**src/pbnc_pkg.sv**
```systemverilog
`default_nettype none

package pbnc_pkg;

    // Default sizing of the block
    localparam int PALETTE_SIZE_DEF = 256;
    localparam int WEIGHT_BITS_DEF  = 12;

    // Field widths
    localparam int COLOR_W = 8;
    localparam int RGB_W   = 3 * COLOR_W;
    localparam int NORM_W  = 18;
    localparam int ENTRY_W = RGB_W + NORM_W;
    localparam int PCT_W   = 7;

    // Blend register values
    localparam logic [PCT_W-1:0] PERCENT_RESET = 7'd66;
    localparam logic [PCT_W-1:0] PERCENT_MAX   = 7'd100;

    // Item kinds
    localparam logic KIND_LOAD  = 1'b0;
    localparam logic KIND_QUERY = 1'b1;

    // Controls from the sequencer to the distance unit
    typedef struct packed {
        logic search;
        logic clear;
    } ctrl_t;

endpackage

`default_nettype wire

```
**src/pbnc_dist_unit.sv**
```systemverilog
`default_nettype none

module pbnc_dist_unit #(
    parameter int WEIGHT_BITS = pbnc_pkg::WEIGHT_BITS_DEF,
    parameter int IDX_W       = 8
) (
    input  wire logic                                           clk,
    input  wire logic                                           rst_n,
    input  wire pbnc_pkg::ctrl_t                                ctrl,
    input  wire logic [pbnc_pkg::RGB_W-1:0]                     op_rgb,
    input  wire logic [pbnc_pkg::COLOR_W+WEIGHT_BITS-1:0]       op_red,
    input  wire logic [pbnc_pkg::COLOR_W+WEIGHT_BITS-1:0]       op_green,
    input  wire logic [pbnc_pkg::COLOR_W+WEIGHT_BITS-1:0]       op_blue,
    input  wire logic [pbnc_pkg::NORM_W-1:0]                    op_norm,
    input  wire logic [IDX_W-1:0]                               op_idx,
    output logic      [2*pbnc_pkg::COLOR_W+WEIGHT_BITS-1:0]     red_prod,
    output logic      [2*pbnc_pkg::COLOR_W+WEIGHT_BITS-1:0]     green_prod,
    output logic      [2*pbnc_pkg::COLOR_W+WEIGHT_BITS-1:0]     blue_prod,
    output logic                                                busy,
    output logic      [IDX_W-1:0]                               best_idx
);

    localparam int CW     = pbnc_pkg::COLOR_W;
    localparam int MIX_W  = CW + WEIGHT_BITS;
    localparam int PROD_W = MIX_W + CW;
    localparam int DOT_W  = PROD_W + 2;
    localparam int SH_W   = pbnc_pkg::NORM_W + WEIGHT_BITS - 1;
    localparam int ERR_W  = WEIGHT_BITS + 19;

    logic [PROD_W-1:0]              red_prod_reg;
    logic [PROD_W-1:0]              green_prod_reg;
    logic [PROD_W-1:0]              blue_prod_reg;
    logic [pbnc_pkg::NORM_W-1:0]    norm1_reg;
    logic [IDX_W-1:0]               idx1_reg;
    logic                           v1_reg;
    logic signed [ERR_W-1:0]        err_reg;
    logic [IDX_W-1:0]               idx2_reg;
    logic                           v2_reg;
    logic signed [ERR_W-1:0]        best_err_reg;
    logic [IDX_W-1:0]               best_idx_reg;
    logic                           best_valid_reg;
    logic [DOT_W-1:0]               dot;
    logic [SH_W-1:0]                norm_sh;
    logic signed [ERR_W-1:0]        err_next;
    logic                           take;

    // Stage 1: three channel multipliers, shared by mixing and searching
    always_ff @(posedge clk)
    begin
        red_prod_reg   <= PROD_W'(op_rgb[2*CW +: CW]) * PROD_W'(op_red);
        green_prod_reg <= PROD_W'(op_rgb[CW +: CW]) * PROD_W'(op_green);
        blue_prod_reg  <= PROD_W'(op_rgb[0 +: CW]) * PROD_W'(op_blue);
        norm1_reg      <= op_norm;
        idx1_reg       <= op_idx;
    end

    // Stage 2: scaled norm minus dot product
    assign dot = {2'b00, red_prod_reg} + {2'b00, green_prod_reg} + {2'b00, blue_prod_reg};
    assign norm_sh = {norm1_reg, {(WEIGHT_BITS-1){1'b0}}};
    assign err_next = $signed(ERR_W'(norm_sh)) - $signed(ERR_W'(dot));

    always_ff @(posedge clk)
    begin
        err_reg  <= err_next;
        idx2_reg <= idx1_reg;
    end

    // Stage 3: keep the first strictly smaller error
    assign take = v2_reg && (!best_valid_reg || (err_reg < best_err_reg));

    always_ff @(posedge clk)
    begin
        if (take)
        begin
            best_err_reg <= err_reg;
            best_idx_reg <= idx2_reg;
        end
    end

    always_ff @(posedge clk or negedge rst_n)
    begin
        if (!rst_n)
        begin
            v1_reg         <= 1'b0;
            v2_reg         <= 1'b0;
            best_valid_reg <= 1'b0;
        end
        else
        begin
            v1_reg <= ctrl.search;
            v2_reg <= v1_reg;
            if (ctrl.clear)
            begin
                best_valid_reg <= 1'b0;
            end
            else if (take)
            begin
                best_valid_reg <= 1'b1;
            end
        end
    end

    assign red_prod   = red_prod_reg;
    assign green_prod = green_prod_reg;
    assign blue_prod  = blue_prod_reg;
    assign busy       = v1_reg | v2_reg;
    assign best_idx   = best_idx_reg;

endmodule

`default_nettype wire

```
**config.mk**
```make
export PLATFORM = sky130hd
export DESIGN_NAME = pbnc_dist_unit
export DESIGN_NICKNAME = d
export VERILOG_FILES = /design/src/pbnc_pkg.sv /design/src/pbnc_dist_unit.sv
export SDC_FILE = /design/constraint.sdc
export NUM_CORES = 1
export LEC_CHECK = 0
export BUFFER_PORTS_ARGS = -buffer_cell sky130_fd_sc_hd__buf_2
export CAP_MARGIN = 5
export CORE_AREA = 2 2 262 199
export DETAILED_ROUTE_END_ITERATION = 8
export DIE_AREA = 0 0 264 201
export GPL_ROUTABILITY_DRIVEN = 0
export PLACE_DENSITY_LB_ADDON = 0.2
export REMOVE_ABC_BUFFERS = 1
export SYNTH_ARGS = -nofsm -noshare
export SYNTH_HDL_FRONTEND = slang
export SYNTH_SLANG_ARGS = --single-unit
```
**constraint.sdc**
```tcl
create_clock -name clk -period 4.8 [get_ports clk]
set_clock_uncertainty 0.15 [all_clocks]
set_input_delay 0.72 -clock clk [delete_from_list [all_inputs] [get_ports clk]]
set_output_delay 0.72 -clock clk [all_outputs]
set_load 0.05 [all_outputs]
```
After elaboration in Yosys (flattened, before gate mapping)
Cells that the tools add are included.
{ "totals": {"register_bits": 191, "elab_cells": 26, "output_inout_bits": 93, "in_bits": 114} }
{ "op_classes": {"n_addsub": 3, "multipliers": 3, "n_bitwise": 1, "n_mux": 2, "magnitude_cmp": 1, "reduce_logical": 4} }
{ "ops": {"columns": ["cell", "n"], "rows": [
  ["8-bit by 20-bit multiplier with 28-bit output", 3],
  ["31-bit less-than comparator", 1],
  ["29-bit by 30-bit subtractor with 31-bit output", 1],
  ["29-bit by 28-bit adder with 30-bit output", 1],
  ["28-bit by 28-bit adder with 29-bit output", 1],
  ["1-bit two-way mux", 2],
  ["2-bit nonzero test", 1],
  ["1-bit logical AND", 1],
  ["1-bit logical NOT", 1],
  ["1-bit logical OR", 1],
  ["1-bit bitwise OR", 1]
]} }

Logic depth before layout (Yosys ltp)
{ "logic_depth": {"depth_word": 5, "depth_mapped": 19} }

Worst setup path after synthesis
Ideal clock, no wire load.
{ "synth_timing": {"kind": "input to register", "start": "input port op_rgb[2] in the netlist's numbering", "end": "register blue_prod_reg[27] (netlist: blue_prod[27])", "cell_stages": 18, "n_path_buf": 1, "arrival_time_ps": 4877, "setup_slack_ps": -299, "cell_sequence": "clkbuf_1 -> nand2_1 -> fa_1 -> fa_1 -> inv_1 -> fa_1 -> inv_1 -> fa_1 -> inv_1 -> ha_1 -> a21o_1 -> a21oi_1 -> nand4_1 -> and3_4 -> a2111o_1 -> a31o_1 -> a21oi_2 -> xnor2_1"} }
{ "synth_via": {"elab_chain_cells": 1} }
{ "synth_rtl": {"columns": ["item", "line", "source"], "rows": [
  ["start, declared", "pbnc_dist_unit.sv:10", "input wire logic [pbnc_pkg::RGB_W-1:0] op_rgb,"],
  ["8-bit by 20-bit multiplier with 28-bit output", "pbnc_dist_unit.sv:52", "blue_prod_reg <= PROD_W'(op_rgb[0 +: CW]) * PROD_W'(op_blue);"],
  ["end signal, assigned", "pbnc_dist_unit.sv:52", null],
  ["end, declared", "pbnc_dist_unit.sv:32", "logic [PROD_W-1:0] blue_prod_reg;"]
]} }
Every way passes these cells.
A chain may end at the register's enable or synchronous reset.

Worst setup path in the final report
{ "layout_timing": {"start": "input port op_rgb[13] in the netlist's numbering", "end": "register green_prod_reg[26] (netlist: green_prod[26])"} }
{ "layout_via": {"elab_chain_cells": 1} }
{ "layout_rtl": {"columns": ["item", "line", "source"], "rows": [
  ["8-bit by 20-bit multiplier with 28-bit output", "pbnc_dist_unit.sv:51", "green_prod_reg <= PROD_W'(op_rgb[CW +: CW]) * PROD_W'(op_green);"],
  ["end signal, assigned", "pbnc_dist_unit.sv:51", null],
  ["end, declared", "pbnc_dist_unit.sv:31", "logic [PROD_W-1:0] green_prod_reg;"]
]} }
Every way passes these cells.

==> flow_summary.rst <==
.. list-table::
   :header-rows: 1

   * - Metric
     - Value
   * - Result of the run
     - completed
   * - Startpoint of the tightest hold check path
     - idx1_reg[4]$_DFF_P_
   * - Clk_lat worst skew
     - 0.44 ns
   * - Aggregate global-route resource usage
     - a little over a fifth
   * - Clock sink count
     - around 190
   * - EDFF count, synth
     - 39
   * - Critical-path cell list
     - buf_2 -> buf_4 -> buf_4 -> and2_1 -> fa_1 -> inv_1 -> fa_1 -> fa_1 -> inv_1 -> fa_1 -> ha_2 -> inv_1 -> o21ai_0 -> a21o_1 -> a22oi_2 -> a31oi_2 -> o21a_1 -> nor2_1 -> xnor2_1
   * - First-pass GRT wire length
     - between 90000 and 100000 µm
   * - Number of violations of the max-capacitance limit
     - 0
   * - Total number of vias
     - 17.1k
   * - Netlist cell types
     - 66
   * - Clock tree root driver cell
     - sky130_fd_sc_hd__clkbuf_16
   * - Top cells by area, synth
     - sky130_fd_sc_hd__fa_1, sky130_fd_sc_hd__dfxtp_1, sky130_fd_sc_hd__ha_1
   * - Worst min-delay path class
     - register to register
   * - Number of remaining DRC errors
     - 0
   * - Initial core utilization
     - around 44%
   * - Critical Path Most Common Cell
     - sky130_fd_sc_hd__fa_1
   * - Slew at the pin closest to its max-slew limit
     - between 0.6 and 0.7 ns
   * - Average wire length per cell after detail routing
     - roughly 16 µm
   * - Worst Setup Start Kind
     - input pin
   * - Top flip-flop cell by instance count after synthesis
     - sky130_fd_sc_hd__dfxtp_1
   * - TritonCTS clock tree
     - built
   * - Category of the worst setup path capture point
     - register
   * - Number of placement rows
     - 72
   * - Grt ovf
     - 0
   * - Cell count after synthesis
     - 2321
   * - Cell area after synthesis
     - 0.0225 mm²
   * - Portion of the post-synthesis area used by sequential elements
     - between 10% and 20%
   * - Final-stage net count
     - 3480
   * - TritonCTS buffer count
     - 17
   * - Mean instance size in the synthesized netlist
     - about 9.7 µm²
   * - Bufs on Longest Clock Path
     - 2
   * - Final Slew Violations
     - 0
   * - RSZ-0062 raised after global routing
     - yes
   * - Die extent in y
     - 201 µm
   * - Most used standard cell by instance count after synthesis
     - sky130_fd_sc_hd__inv_1
   * - Signed area change from the synthesized netlist to the final layout
     - 21.4%
   * - Largest net degree at the start of global routing
     - 33
   * - Number of synthesized register bits
     - ~190
   * - Worst-path clk slew
     - 0.08 ns
   * - Cell type contributing the most total cell area after synthesis
     - sky130_fd_sc_hd__fa_1
   * - Most frequent cells after synthesis
     - sky130_fd_sc_hd__inv_1, sky130_fd_sc_hd__fa_1, sky130_fd_sc_hd__and2_1
   * - Peak Freq
     - 0.212 GHz
   * - Drt initial violations
     - a little under 700
   * - Die outline area
     - ~0.053 mm²
   * - Async set-or-reset flop fraction in the synthesized netlist
     - 1.57%
   * - Portion of the clock cycle consumed by the worst path in the final layout
     - a little under 100%
   * - # IOs
     - roughly 210
   * - Time the final worst path needs with I/O delays and setup
     - roughly 4.7 ns
   * - Area share of the leading cell type in the synthesized netlist
     - ~33%
   * - Longest individual stage delay on the worst path
     - between 0.5 and 0.6 ns
   * - Maximum fanout along the worst path
     - 11
   * - Worst reg2reg path startpoint
     - green_prod[13]$_DFF_P_
   * - Half-perimeter wire length after detailed placement
     - between 40000 and 50000 µm
   * - Number of antenna violations at the first check in global routing
     - 3
   * - Syn. warnings
     - 0
   * - Worst Reg2Reg Path Length in Cells
     - 12
   * - Data arrival time of the critical path
     - 4.94 ns
   * - Number of cells on the worst hold path
     - 0
   * - Maximum level of the CTS H-tree
     - 4
   * - Standard cell with the maximum stage delay on the critical path
     - sky130_fd_sc_hd__fa_1
   * - R2r endpoint
     - err_reg[28]$_DFF_P_
   * - Final setup viols
     - 0
   * - TritonRoute pass-1 iters
     - 5
   * - Hold worst-path end
     - idx2_reg[4]$_DFF_P_
   * - Die X
     - 264 µm
   * - Post-Route WL
     - approximately 55000 µm
   * - Number of hold violations in the final report
     - 0
   * - Port Buffer Count
     - between 200 and 250
   * - Reg2Reg Setup Slack
     - roughly 0.74 ns
   * - Placeable core region
     - just over 0.05 mm²
   * - Via count of the first global-routing pass
     - 17.8k
   * - Critical Setup Path Class
     - input pin to register
   * - Number of nets still failing antenna checks after routing
     - 0
   * - Max transition margin
     - roughly 53%
   * - Drt via density
     - 4.94
   * - Post-route setup TNS
     - 0 ns
   * - Share of cells above drive strength 1
     - a little over a fifth
   * - Worst endpoint required time
     - 5.03 ns
[metal layers]
layer	vias to the layer above	share of wire [%]	track usage, %
li1	8206	-	-
met1	8496	48	30.7
met2	352	45	33.4
met3	43	6.2	5.09
met4	0	1.6	4.30
met5	-	0	0
[cell type report]
type	instances	area (µm²)
Fill cell	4655	23500
Clock inverter	7	76.3
Clock buffer	25	582
Antenna cell	2	5.00
Tap cell	666	833
Inverter	412	1550
Multi-Input combinational cell	1661	16700
Timing Repair Buffer	499	3330
Sequential cell	191	4230
[kinds of logic (layout without fill, tap and decap cells)]
family,Yosys count,after routing,synth area share [%]
other,0,2,0
buffers and inverters,469,943,7.92
flip-flops,191,191,18.8
AO/OA/AOI/OAI,296,296,8.53
AND/OR/NAND/NOR,689,689,16.4
adder cells (fa/ha/maj),584,584,44.8
XOR/XNOR,92,92,3.58
[worst max-delay path, delay by kind of cell]
| family | cells | cell delay [ns] |
|---|---|---|
| AOI/OAI and AO/OA | 5 | 0.89 |
| adders and majority gates | 5 | 2.28 |
| and+or+nand+nor | 2 | 0.28 |
| xor gates and xnor gates | 1 | 0.12 |
| buffers and inverters | 6 | 0.64 |
[cell usage in the layout (no fill, tap or decap), types with 4 or more instances in the layout]
cell type and n:
sky130_fd_sc_hd__inv_1 412, sky130_fd_sc_hd__fa_1 367, sky130_fd_sc_hd__and2_1 344, sky130_fd_sc_hd__buf_4 294, sky130_fd_sc_hd__ha_1 207, sky130_fd_sc_hd__nand2_1 194
sky130_fd_sc_hd__buf_2 193, sky130_fd_sc_hd__dfxtp_1 149, sky130_fd_sc_hd__a21oi_1 89, sky130_fd_sc_hd__xnor2_1 63, sky130_fd_sc_hd__a21o_1 57, sky130_fd_sc_hd__nor2_1 52
sky130_fd_sc_hd__edfxtp_1 39, sky130_fd_sc_hd__o21ai_0 32, sky130_fd_sc_hd__xor2_1 29, sky130_fd_sc_hd__clkbuf_16 22, sky130_fd_sc_hd__o21ai_1 17, sky130_fd_sc_hd__nand3_1 16
sky130_fd_sc_hd__nor2b_1 14, sky130_fd_sc_hd__nand4_1 14, sky130_fd_sc_hd__o21a_1 13, sky130_fd_sc_hd__nor3_1 12, sky130_fd_sc_hd__nand2b_1 11, sky130_fd_sc_hd__a21oi_2 10
sky130_fd_sc_hd__o211ai_1 9, sky130_fd_sc_hd__and3_1 6, sky130_fd_sc_hd__a31oi_1 6, sky130_fd_sc_hd__o21bai_1 6, sky130_fd_sc_hd__ha_4 6, sky130_fd_sc_hd__buf_6 6
sky130_fd_sc_hd__a211o_1 5, sky130_fd_sc_hd__a211oi_2 4, sky130_fd_sc_hd__a31o_1 4, sky130_fd_sc_hd__o31ai_1 4, sky130_fd_sc_hd__nor4_1 4
[how the worst max path moves through the flow]
stage	depth (start not counted)	to	startpoint	slack (ns)
6_report	19	green_prod[26]$_DFF_P_	op_rgb[13]	0.09
2_1_floorplan	14	blue_prod[27]$_DFF_P_	op_blue[14]	-0.09
3_5_place_dp	19	red_prod[27]$_DFF_P_	op_rgb[19]	-0.56
4_1_cts	18	blue_prod[27]$_DFF_P_	op_rgb[2]	0.02
3_3_place_gp	18	blue_prod[27]$_DFF_P_	op_rgb[2]	-0.51
5_1_grt	19	green_prod[26]$_DFF_P_	op_rgb[13]	-0.03
[metrics by stage]
step | hold slack, ns | area (µm²) | instances | setup slack (ns) | util (%)
3_3_place_gp | 0.163 | 26300 | 3425 | -0.506 | 51.8
6_report | 0.178 | 27300 | 3463 | 0.0925 | 53.8
2_1_floorplan | 0.160 | 22300 | 2264 | -0.0905 | -
5_1_grt | 0.182 | 27300 | 3463 | -0.0338 | 53.8
4_1_cts | 0.180 | 27000 | 3459 | 0.0160 | 53.2
3_5_place_dp | 0.163 | 26300 | 3425 | -0.565 | 51.8
[repair_timing]
| action | in CTS | in global routing |
|---|---|---|
| endpoints found under the setup margin | 3 | 27 |
| hold buffers | 1 | 0 |
| buffers inserted | 1 | 2 |
| pin swaps | 2 | 29 |
| gates resized for setup | 7 | 62 |
| endpoints found under the hold margin | 3 | 0 |
| gates cloned | 0 | 0 |
Power is not shown: default switching activity piles up to over one toggle a cycle in this logic, so the estimate is an artifact.
